**config.mk**
```make
export PLATFORM = sky130hd
export DESIGN_NAME = pncs_cell
export DESIGN_NICKNAME = d
export VERILOG_FILES = /design/src/design/pncs_pkg.sv /design/src/design/pncs_cell.sv
export SDC_FILE = /design/constraint.sdc
export NUM_CORES = 1
export LEC_CHECK = 0
export BUFFER_PORTS_ARGS = -buffer_cell sky130_fd_sc_hd__buf_2
export CORE_MARGIN = 1
export CORE_UTILIZATION = 40
export CTS_CLUSTER_DIAMETER = 50
export CTS_CLUSTER_SIZE = 24
export DETAILED_ROUTE_END_ITERATION = 6
export SLEW_MARGIN = 25
export SYNTH_ARGS = -nofsm -noshare
export SYNTH_HDL_FRONTEND = slang
export SYNTH_SLANG_ARGS = --single-unit
```
**constraint.sdc**
```tcl
create_clock -name clk -period 4.88 [get_ports clk]
set_input_delay 0.488 -clock clk [delete_from_list [all_inputs] [get_ports clk]]
set_output_delay 0.488 -clock clk [all_outputs]
set_load 0.03 [all_outputs]
```
**src/design/pncs_pkg.sv**
```systemverilog
package pncs_pkg;

	localparam int unsigned PALETTE_ENTRIES_DEF = 256;
	localparam int unsigned COLOUR_W = 8;
	localparam int unsigned INDEX_W = 8;
	localparam int unsigned DIST_W = 10;

	localparam logic [DIST_W-1:0] DIST_INIT = '1;
	localparam logic [DIST_W-1:0] DIST_MAX = 10'd765;

	typedef enum logic {
		ACT_WRITE = 1'b0,
		ACT_QUERY = 1'b1
	} action_t;

	// word travelling along the cell chain
	typedef struct packed {
		logic                vld;
		action_t             act;
		logic [INDEX_W-1:0]  idx;
		logic [COLOUR_W-1:0] red;
		logic [COLOUR_W-1:0] green;
		logic [COLOUR_W-1:0] blue;
		logic [DIST_W-1:0]   score;
		logic [INDEX_W-1:0]  best;
	} chain_t;

	function automatic logic [COLOUR_W-1:0] abs_diff(input logic [COLOUR_W-1:0] a,
			input logic [COLOUR_W-1:0] b);
		abs_diff = (a > b) ? (a - b) : (b - a);
	endfunction

endpackage

```
**src/design/pncs_cell.sv**
```systemverilog
module pncs_cell
	import pncs_pkg::*;
#(
	parameter logic [INDEX_W-1:0] CELL_INDEX = '0
) (
	input  logic   clk,
	input  logic   arst_n,
	input  logic   adv,
	input  chain_t up,
	output chain_t dn
);

	logic [COLOUR_W-1:0] entry_red_q;
	logic [COLOUR_W-1:0] entry_green_q;
	logic [COLOUR_W-1:0] entry_blue_q;
	logic                vld_q;
	chain_t              word_q;
	chain_t              word_nxt;
	logic [DIST_W-1:0]   cur_score;
	logic                hit_wr;

	always_comb begin
		cur_score = DIST_W'(abs_diff(entry_red_q, up.red))
			+ DIST_W'(abs_diff(entry_green_q, up.green))
			+ DIST_W'(abs_diff(entry_blue_q, up.blue));
		word_nxt = up;
		if (up.act == ACT_QUERY && cur_score < up.score) begin
			word_nxt.score = cur_score;
			word_nxt.best  = CELL_INDEX;
		end
	end

	assign hit_wr = adv && up.vld && up.act == ACT_WRITE && up.idx == CELL_INDEX;

	always_ff @(posedge clk) begin
		if (hit_wr) begin
			entry_red_q   <= up.red;
			entry_green_q <= up.green;
			entry_blue_q  <= up.blue;
		end
	end

	always_ff @(posedge clk or negedge arst_n) begin
		if (!arst_n) begin
			vld_q <= 1'b0;
		end else if (adv) begin
			vld_q <= up.vld;
		end
	end

	always_ff @(posedge clk) begin
		if (adv) begin
			word_q <= word_nxt;
		end
	end

	always_comb begin
		dn     = word_q;
		dn.vld = vld_q;
	end

endmodule

```
==> impl_metrics.csv, run 1 <==
group,metric,value,unit
layout,multi_input_area,2890,sq um
worst_setup_path,worstSetupPathType,"reg -> reg",
yosys,synth-async-reset-ratio,1.32,%
timing,period_minus_slack,5.21,ns
min_path,hold_start,"up[43]",
floorplanning,die_y,117,um
min_path,worstHoldPathCells,1,
yosys,synth_fp_nets,594,
routing,firstDrtPassIters,4,
cts,root_buffer,"clkbuf_16",
timing,fin_crit_sh,107,%
run_status,status,"complete, but fails checks",
grt,grtUsageTotal,18.0,%
run_status,violations,"setup timing",
pwr,leakage,3.46,nW
cts,worstSkewPairLatency,0.34,ns
routing,wire_per_inst,13.8,um
yosys,synth_area,5310,sq um
placed_design,port-buffer-count,106,
routing,first_iter_violations,233,
yosys,synthDistinctLibCells,44,
cts,htreeDepth,3,
timing,finalMaxSlewViolations,0,
placed_design,dp_hpwl,9330,um
timing,finalHoldViolCount,0,
routing,drtAntennaViolNets,0,
cts,cts_tree,"built",
layout,n_antenna_cell,0,
layout,fillCellCount,1104,
grt,grt_max_degree,33,
floorplanning,dieArea,13700,sq um
layout,seqCellArea,2280,sq um
yosys,synth_edf_count,75,
layout,finalNetCount,802,
worst_setup_path,crit_arrival,5.30,ns
layout,drive_gt1_share,42.8,%
layout,area_growth,37.5,%
timing,fmax,0.192,GHz
cts,clk_pin_slew,0.06,ns
grt,grt_pass1_vias,4040,
placed_design,pre_cts_ws,-0.394,ns
worst_setup_path,regToRegStartpoint,"entry_blue_q[0]",
yosys,ys_seq_area_share,42.9,%
pwr,pwr_density_cell,368,nW/um^2
routing,drt-vias-per-instance,4.84,
timing,worst_clock_skew,0.00365,ns
worst_setup_path,cp.required,4.97,ns
worst_setup_path,setup.worst_path.start,"entry_blue_q[0]",
flow_run,cap_violations,0,
worst_setup_path,cp-start-kind,"register",
min_path,hold_class,"in -> reg",
yosys,syn-instance-count,463,
timing,worst_slew_pin_slew,0.575,ns
worst_setup_path,end_kind,"register",
floorplanning,start_util,41.5,%
timing,finalSetupTns,-5.04,ns
routing,drcViolationCount,0,
placed_design,gp_congestion,0.854,
grt,grt_pass1_wl,18800,um
grt,grt_overflow_total,0,
cts,cts_buffers,9,
worst_setup_path,critPathMaxFanout,5,
timing,timing.final.ws_setup,-0.333,ns
yosys,synth.ff_latch_count,76,
grt,antenna_found_initial,0,
yosys,yosys_warnings,0,
timing,finalSetupViolCount,18,
cts,cts_buffer_depth,2,
routing,routed_wl,11700,um
worst_setup_path,reg2reg_depth,24,
pwr,ir_drop,0.159,mV
pwr,finalPower,2.68,mW
timing,rsz0062_at_grt,"true",
yosys,avgSynthCellArea,11.5,sq um
floorplanning,core_area,12800,sq um
routing,vias,4107,
yosys,synth_top_flop_cell,"edfxtp_1",
cts,clock-sinks,76,
floorplanning,rows,41,
timing,max_slew_margin,61.7,%
floorplanning,io_pins,107,
floorplanning,die_x,117,um
==> cells in the mapped netlist (all sizes together), types with 6 or more instances <==
cell	number	area share (%)
nor2b	15	1.8
a21oi	31	3.5
a21o	14	2.0
mux2	17	3.6
nand3	13	1.2
a211oi	11	1.6
edfxtp	75	42
mux2i	15	2.8
nor2	11	0.78
xor2	11	1.8
ha	61	14
fa	15	5.7
xnor2	7	1.2
a31oi	8	0.94
inv	74	5.2
buf	14	1.9
nand2	19	1.3
o21ai	11	1.0
nand4	6	0.71
==> logic make-up after synthesis <==
group	share of synthesized area (%)
mux	6.44
flops	42.9
fa+ha+maj	20.0
xor+xnor	2.97
buf+inv	7.29
simple gates	7.76
compound gates	12.6
==> through the flow <==
step / instances / utilization, % / area [sq um] / hold slack, ns
floorplan: 463 / - / 5470 / 0.192
global placement: 822 / 53.4 / 6820 / 0.264
detailed placement: 822 / 53.4 / 6820 / 0.271
CTS: 842 / 56.0 / 7160 / 0.329
global route: 848 / 57.1 / 7290 / 0.339
finish: 848 / 57.1 / 7290 / 0.335
==> cells in the final DEF (no fill, tap or decap), types with 7 or more instances in the layout <==
cell,synthesis,routed
inv_2,0,8
nor2_1,11,10
fa_1,15,11
nor2b_1,15,11
nand2_1,19,19
mux2_2,15,7
a21oi_1,27,22
a21o_1,14,14
nand3_1,13,11
a31oi_1,8,8
ha_4,0,8
buf_4,5,103
edfxtp_1,75,75
ha_1,61,52
buf_2,6,106
clkbuf_16,0,9
xor2_1,11,11
mux2i_1,15,14
mux2_4,0,10
inv_1,74,66
xnor2_1,7,7
a211oi_1,11,10
==> per-layer routing <==
layer | vias up | track usage (%) | share of wire [%]
met3 | 22 | 3.24 | 4.4
met5 | - | 0 | 0
met4 | 0 | 8.69 | 2.7
li1 | 2056 | - | -
met2 | 105 | 30.4 | 47
met1 | 1924 | 22.2 | 46
==> power breakdown <==
part	leakage (nW)	switching, mW	internal [mW]	total, mW
combinational	2.59	0.627	0.599	1.23
sequential	0.730	0.0139	0.803	0.817
clock	0.137	0.249	0.390	0.639
==> worst paths after layout <==
check,to,slack [ns]
setup / recovery,dn[9],-0.33
setup reg to reg,dn[9],-0.33
hold / removal,dn[43],0.34
min in group asynchronous,vld_q,0.47
max in group asynchronous,vld_q,4.32
hold reg to reg,vld_q,0.50
==> critical path, cell delays in order (launching register included) <==
cell and delay (ns):
edfxtp_1 0.40, inv_2 0.09, ha_4 0.13, inv_2 0.03
fa_2 0.34, nand3_2 0.09, a21oi_2 0.07, o41ai_4 0.37
buf_4 0.19, buf_6 0.08, mux2i_1 0.20, xor2_1 0.12
fa_1 0.50, inv_2 0.05, fa_2 0.42, a211oi_4 0.29
nor2_2 0.07, o21ai_1 0.17, a22oi_2 0.09, ha_1 0.30
and4_1 0.19, o211ai_1 0.09, o211a_1 0.27, buf_6 0.15
mux2_4 0.29
==> repair_timing <==
item / CTS / global route
hold buffers: 1 / 0
hold endpoints to repair: 1 / 0
gates resized for setup: 8 / 22
pin swaps: 2 / 14
setup endpoints to repair: 18 / 18
buffers inserted: 3 / 7
==> layout make-up <==
cell class	instances	area share (%)
Inverter	74	3.81
Clock buffer	10	3.14
Clock inverter	6	0.755
Multi-Input combinational cell	297	39.6
Sequential cell	76	31.2
Timing Repair Buffer	213	18.5
Tap cell	172	2.95
==> sequential cells by signal, indices dropped and copies added, names as in the netlist <==
name	flops
dn	51
entry_blue_q	8
entry_green_q	8
entry_red_q	8
vld_q	1
Power figures use the tool's default switching activity.
==> run 2: changes to the inputs <==
--- a/config.mk
+++ b/config.mk
@@ -11,6 +11,8 @@
 export CTS_CLUSTER_DIAMETER = 50
 export CTS_CLUSTER_SIZE = 24
 export DETAILED_ROUTE_END_ITERATION = 6
+export GPL_ROUTABILITY_DRIVEN = 1
+export PLACE_DENSITY = 0.75
 export SLEW_MARGIN = 25
 export SYNTH_ARGS = -nofsm -noshare
 export SYNTH_HDL_FRONTEND = slang
==> run 2 against run 1 <==
  * The run still ends with setup timing left
  * Register-to-register slack worse by 0.05 ns
  * Sequential cell count unchanged
  * Largest power group unchanged
  * Routed wire length is 3.9% higher
  * Critical endpoint is now dn[15]
  * Final area grew 1.2%
  * Setup slack worse by 0.049 ns
  * First-iteration DRC count rose by 11%
  * Final cell count rose by 0.59%
  * Clock power increased by 5.5%
==> impl_metrics.csv, run 2 (same netlist as run 1, synthesis figures left out) <==
group,metric,value,unit
worst_setup_path,cp-start-kind,"register",
floorplanning,dieArea,13700,sq um
routing,routed_wl,12100,um
grt,grt_pass1_vias,4133,
min_path,hold_class,"in -> reg",
timing,rsz0062_at_grt,"true",
layout,n_antenna_cell,0,
worst_setup_path,setup.worst_path.start,"entry_green_q[0]",
worst_setup_path,slowest_stage,"fa_1",
layout,area_growth,39.1,%
floorplanning,rows,41,
worst_setup_path,reg2reg_depth,22,
cts,clock-sinks,76,
layout,utilization,57.8,%
worst_setup_path,regToRegStartpoint,"entry_green_q[0]",
timing,fin_crit_sh,108,%
routing,wire_per_inst,14.2,um
worst_setup_path,critPathTopFamily,"adder cells",
layout,final_common_cell,"buf_4",
cts,cts_buffer_depth,2,
worst_setup_path,worst-path-stages,22,
layout,mostFrequentLayoutCells,"buf_4 (108), buf_2 (106), edfxtp_1 (75), inv_1 (65), ha_1 (50)",
worst_setup_path,critPathMaxFanout,6,
floorplanning,start_util,41.5,%
worst_setup_path,path_buf_inv,4,
routing,first_iter_violations,259,
worst_setup_path,r2r_slack,-0.38,ns
cts,cts_tree,"built",
run_status,status,"complete, but fails checks",
routing,drt-vias-per-instance,4.86,
placed_design,gp_congestion,0.853,
floorplanning,die_y,117,um
worst_setup_path,path_cells,"inv_2 > ha_4 > inv_2 > fa_2 > nand3_2 > a21oi_2 > o41ai_4 > buf_4 > mux2_4 > fa_1 > ha_2 > fa_2 > a211oi_4 > o21ai_2 > a21oi_2 > nor2b_1 > ha_1 > and4_4 > o211ai_1 > o211a_1 > buf_6 > mux2_4",
pwr,finalPower,2.76,mW
pwr,ir_drop,0.152,mV
routing,drtAntennaViolNets,0,
placed_design,port-buffer-count,106,
timing,worst_clock_skew,0.00423,ns
grt,grt_max_degree,54,
cts,worstSkewPairLatency,0.34,ns
pwr,leakage,3.48,nW
worst_setup_path,end_kind,"register",
timing,period_minus_slack,5.26,ns
worst_setup_path,cpPeakStageDelay,0.48,ns
worst_setup_path,cp.required,4.97,ns
routing,firstDrtPassIters,4,
flow_run,cap_violations,0,
timing,finalHoldViolCount,0,
layout,finalNetCount,807,
grt,antenna_found_initial,0,
cts,cts_buffers,9,
worst_setup_path,reg2reg_to,"dn[15]",
worst_setup_path,worstSetupPathType,"reg -> reg",
timing,worst_slew_pin_slew,0.693,ns
timing,finalMaxSlewViolations,0,
worst_setup_path,crit_arrival,5.35,ns
routing,drcViolationCount,0,
floorplanning,core_area,12800,sq um
layout,largest_reg_flops,51,
min_path,hold_start,"up[44]",
timing,max_slew_margin,53.8,%
layout,drive_gt1_share,44.6,%
floorplanning,io_pins,107,
timing,whs,0.341,ns
timing,finalSetupTns,-6.45,ns
timing,finalSetupViolCount,18,
placed_design,dp_hpwl,9480,um
grt,grt_pass1_wl,19700,um
pwr,pwr_density_cell,374,nW/um^2
routing,vias,4145,
grt,grt_overflow_total,0,
grt,grtUsageTotal,18.7,%
worst_setup_path,crit_end,"dn[15]",
cts,root_buffer,"clkbuf_16",
timing,fmax,0.190,GHz
floorplanning,die_x,117,um
timing,timing.final.ws_setup,-0.382,ns
run_status,violations,"setup timing",
cts,clk_pin_slew,0.06,ns
cts,htreeDepth,3,
-- run 2: changes by cell type in the layout (fill, tap and decap cells not counted), sizes merged --
cell,change
clkinvlp,+1
clkinv,-4
buf,+5
clkbuf,+3
-- run 2: worst reg2reg max path, stage by stage (launching register included) --
cell	delay [ns]
edfxtp_1	0.40
inv_2	0.08
ha_4	0.13
inv_2	0.04
fa_2	0.34
nand3_2	0.09
a21oi_2	0.07
o41ai_4	0.35
buf_4	0.18
mux2_4	0.30
fa_1	0.48
ha_2	0.21
fa_2	0.37
a211oi_4	0.28
o21ai_2	0.12
a21oi_2	0.15
nor2b_1	0.08
ha_1	0.30
and4_4	0.23
o211ai_1	0.10
o211a_1	0.26
buf_6	0.15
mux2_4	0.29
-- run 2: metrics by stage --
stage	setup slack [ns]	area [sq um]	std cells
2_1_floorplan	-0.236	5470	463
3_3_place_gp	-0.319	6790	818
5_1_grt	-0.530	7380	853
3_5_place_dp	-0.515	6790	818
4_1_cts	-0.272	7230	844
6_report	-0.382	7380	853
-- run 2: cell type report --
| class | instances | area, sq um |
|---|---|---|
| Fill cell | 1067 | 5400 |
| Multi-Input combinational cell | 297 | 2910 |
| Sequential cell | 76 | 2280 |
| Timing Repair Buffer | 218 | 1390 |
| Inverter | 74 | 278 |
| Clock buffer | 13 | 260 |
| Tap cell | 172 | 215 |
| Clock inverter | 3 | 45.0 |
-- run 2: layer usage --
metal	track usage (%)	vias up	wire length [um]
met5	0	-	0
met4	6.84	0	220
met3	4.17	19	564
met2	31.4	127	5820
met1	23.4	1935	5540
li1	-	2064	-
-- run 2: report_power, final --
part	internal (mW)	switching [mW]	total, mW
combinational	0.612	0.654	1.27
sequential	0.803	0.0121	0.815
clock	0.424	0.250	0.674
-- run 2: how the worst min path moves through the flow --
stage	depth (start not counted)	slack [ns]	to
CTS	1	0.33	dn[42]
global placement	1	0.27	vld_q
finish	1	0.34	dn[44]
floorplan	0	0.19	vld_q
detailed placement	1	0.27	vld_q
global route	1	0.33	dn[42]
-- run 2: timing repair --
action / CTS / global route
hold buffers: 1 / 0
setup endpoints to repair: 18 / 18
gates resized for setup: 14 / 20
pin swaps: 16 / 14
hold endpoints to repair: 1 / 0
setup buffers: 9 / 9
==> run 3: changes to the inputs <==
--- a/config.mk
+++ b/config.mk
@@ -8,6 +8,7 @@
 export BUFFER_PORTS_ARGS = -buffer_cell sky130_fd_sc_hd__buf_2
 export CORE_MARGIN = 1
 export CORE_UTILIZATION = 40
+export CTS_BUF_LIST = sky130_fd_sc_hd__clkbuf_8 sky130_fd_sc_hd__clkbuf_16
 export CTS_CLUSTER_DIAMETER = 50
 export CTS_CLUSTER_SIZE = 24
 export DETAILED_ROUTE_END_ITERATION = 6
==> run 3 against run 2 <==
  * Critical path type unchanged
  * Power fell by 0.17%
  * Worst hold slack barely moved
  * Combinational power barely moved
  * Routed wire length barely moved
  * Via count fell by 0.29%
  * The flow still finishes with violations (setup timing)
  * Core utilization did not move
  * Register-to-register slack barely moved
==> impl_metrics.csv, run 3 (same netlist as run 1, synthesis figures left out) <==
group,metric,value,unit
worst_setup_path,worst-path-stages,22,
timing,period_minus_slack,5.27,ns
cts,cts_buffers,9,
timing,worst_clock_skew,0.00416,ns
layout,seqCellArea,2280,sq um
worst_setup_path,critPathMaxFanout,6,
grt,grtUsageTotal,18.7,%
layout,drive_gt1_share,44.6,%
worst_setup_path,crit_arrival,5.36,ns
layout,final_common_cell,"buf_4",
timing,max_slew_margin,53.3,%
grt,antenna_found_initial,0,
worst_setup_path,regToRegStartpoint,"entry_green_q[0]",
pwr,finalPower,2.75,mW
routing,drcViolationCount,0,
placed_design,gp_congestion,0.853,
timing,whs,0.341,ns
layout,fillCellCount,1067,
floorplanning,dieArea,13700,sq um
layout,area_growth,39.1,%
layout,mostFrequentLayoutCells,"buf_4 (108), buf_2 (106), edfxtp_1 (75), inv_1 (67), ha_1 (50)",
worst_setup_path,reg2reg_to,"dn[17]",
layout,utilization,57.8,%
floorplanning,core_area,12800,sq um
pwr,leakage,3.49,nW
worst_setup_path,cp-start-kind,"register",
cts,root_buffer,"clkbuf_16",
worst_setup_path,worstSetupPathType,"reg -> reg",
timing,finalSetupViolCount,18,
layout,finalNetCount,807,
routing,drtAntennaViolNets,0,
cts,htreeDepth,3,
run_status,violations,"setup timing",
worst_setup_path,cp.required,4.97,ns
worst_setup_path,critPathTopFamily,"adder cells",
routing,routed_wl,12200,um
run_status,status,"complete, but fails checks",
grt,grt_overflow_total,0,
cts,cts_tree,"built",
cts,clk_pin_slew,0.06,ns
floorplanning,die_x,117,um
cts,worstSkewPairLatency,0.34,ns
worst_setup_path,slowest_stage,"fa_1",
timing,fin_crit_sh,108,%
timing,fmax,0.190,GHz
placed_design,port-buffer-count,106,
pwr,pwr_density_cell,373,nW/um^2
grt,grt_pass1_vias,4133,
layout,n_antenna_cell,0,
worst_setup_path,r2r_slack,-0.39,ns
timing,rsz0062_at_grt,"true",
placed_design,dp_hpwl,9480,um
timing,finalHoldViolCount,0,
timing,finalMaxSlewViolations,0,
cts,clock-sinks,76,
floorplanning,die_y,117,um
timing,finalSetupTns,-6.47,ns
routing,wire_per_inst,14.2,um
min_path,worstHoldPathCells,1,
worst_setup_path,end_kind,"register",
routing,vias,4133,
routing,firstDrtPassIters,4,
grt,grt_max_degree,54,
worst_setup_path,cp_common_cell,"a21oi_2",
layout,fin_area,7380,sq um
flow_run,cap_violations,0,
worst_setup_path,path_cells,"inv_2 > ha_4 > inv_2 > fa_2 > nand3_2 > a21oi_2 > o41ai_4 > buf_4 > mux2_4 > fa_1 > ha_2 > fa_2 > a211oi_4 > o21ai_2 > a21oi_2 > nor2b_1 > ha_1 > and4_4 > a21oi_2 > o211a_1 > buf_6 > mux2_2",
worst_setup_path,crit_end,"dn[17]",
pwr,ir_drop,0.152,mV
worst_setup_path,setup.worst_path.start,"entry_green_q[0]",
routing,first_iter_violations,266,
layout,multi_input_area,2910,sq um
placed_design,placed_cell_area,6790,sq um
cts,cts_buffer_depth,2,
floorplanning,io_pins,107,
worst_setup_path,reg2reg_depth,22,
timing,timing.final.ws_setup,-0.387,ns
layout,largest_reg_flops,51,
worst_setup_path,path_buf_inv,4,
grt,grt_pass1_wl,19700,um
worst_setup_path,cpPeakStageDelay,0.48,ns
min_path,hold_class,"in -> reg",
timing,worst_slew_pin_slew,0.701,ns
routing,drt-vias-per-instance,4.85,
floorplanning,start_util,41.5,%
floorplanning,rows,41,
[run 3: metrics by stage]
step                      instances  setup WS, ns
after floorplan                 463        -0.236
after global placement          818        -0.319
after detailed placement        818        -0.515
after CTS                       844        -0.272
after global routing            853        -0.530
final                           853        -0.387
[run 3: worst min-delay path by stage]
stage                        end   start  slack, ns
after floorplan            vld_q  arst_n       0.19
after global placement     vld_q  arst_n       0.27
after detailed placement   vld_q  arst_n       0.27
after CTS                 dn[42]  up[42]       0.33
after global routing      dn[42]  up[42]       0.33
final                     dn[42]  up[42]       0.34
[run 3: repair_timing]
item                                    in CTS  in global routing
hold endpoints to repair                     1                  0
gates resized for setup                     14                 20
setup buffers                                9                  9
endpoints found under the setup margin      18                 18
pin swaps                                   16                 14
hold buffers                                 1                  0
[run 3: layer usage]
metal / global-route usage, % / share of wire (%) / up-vias
met2: 31.4 / 48 / 122
met1: 23.4 / 46 / 1930
met3: 4.17 / 4.4 / 19
li1: - / - / 2062
met5: 0 / 0 / -
met4: 6.84 / 1.8 / 0
[run 3: power by group]
part | internal (mW) | switching [mW] | total (mW)
sequential | 0.803 | 0.0120 | 0.815
combinational | 0.612 | 0.652 | 1.26
clock | 0.420 | 0.252 | 0.672
[run 3: worst reg2reg max path: stages (launching register included)]
cell      delay (ns)
edfxtp_1        0.40
inv_2           0.08
ha_4            0.13
inv_2           0.04
fa_2            0.34
nand3_2         0.09
a21oi_2         0.07
o41ai_4         0.35
buf_4           0.18
mux2_4          0.30
fa_1            0.48
ha_2            0.21
fa_2            0.37
a211oi_4        0.28
o21ai_2         0.12
a21oi_2         0.15
nor2b_1         0.08
ha_1            0.31
and4_4          0.20
a21oi_2         0.12
o211a_1         0.22
buf_6           0.15
mux2_2          0.34
[run 3: cell type report]
| type | instances | area share, % |
|---|---|---|
| repair buffers | 218 | 18.8 |
| clock buffers | 11 | 3.43 |
| flip-flops and latches | 76 | 30.9 |
| inverters | 74 | 3.77 |
| well taps | 172 | 2.92 |
| multi-input cells | 297 | 39.5 |
| clock inverters | 5 | 0.712 |
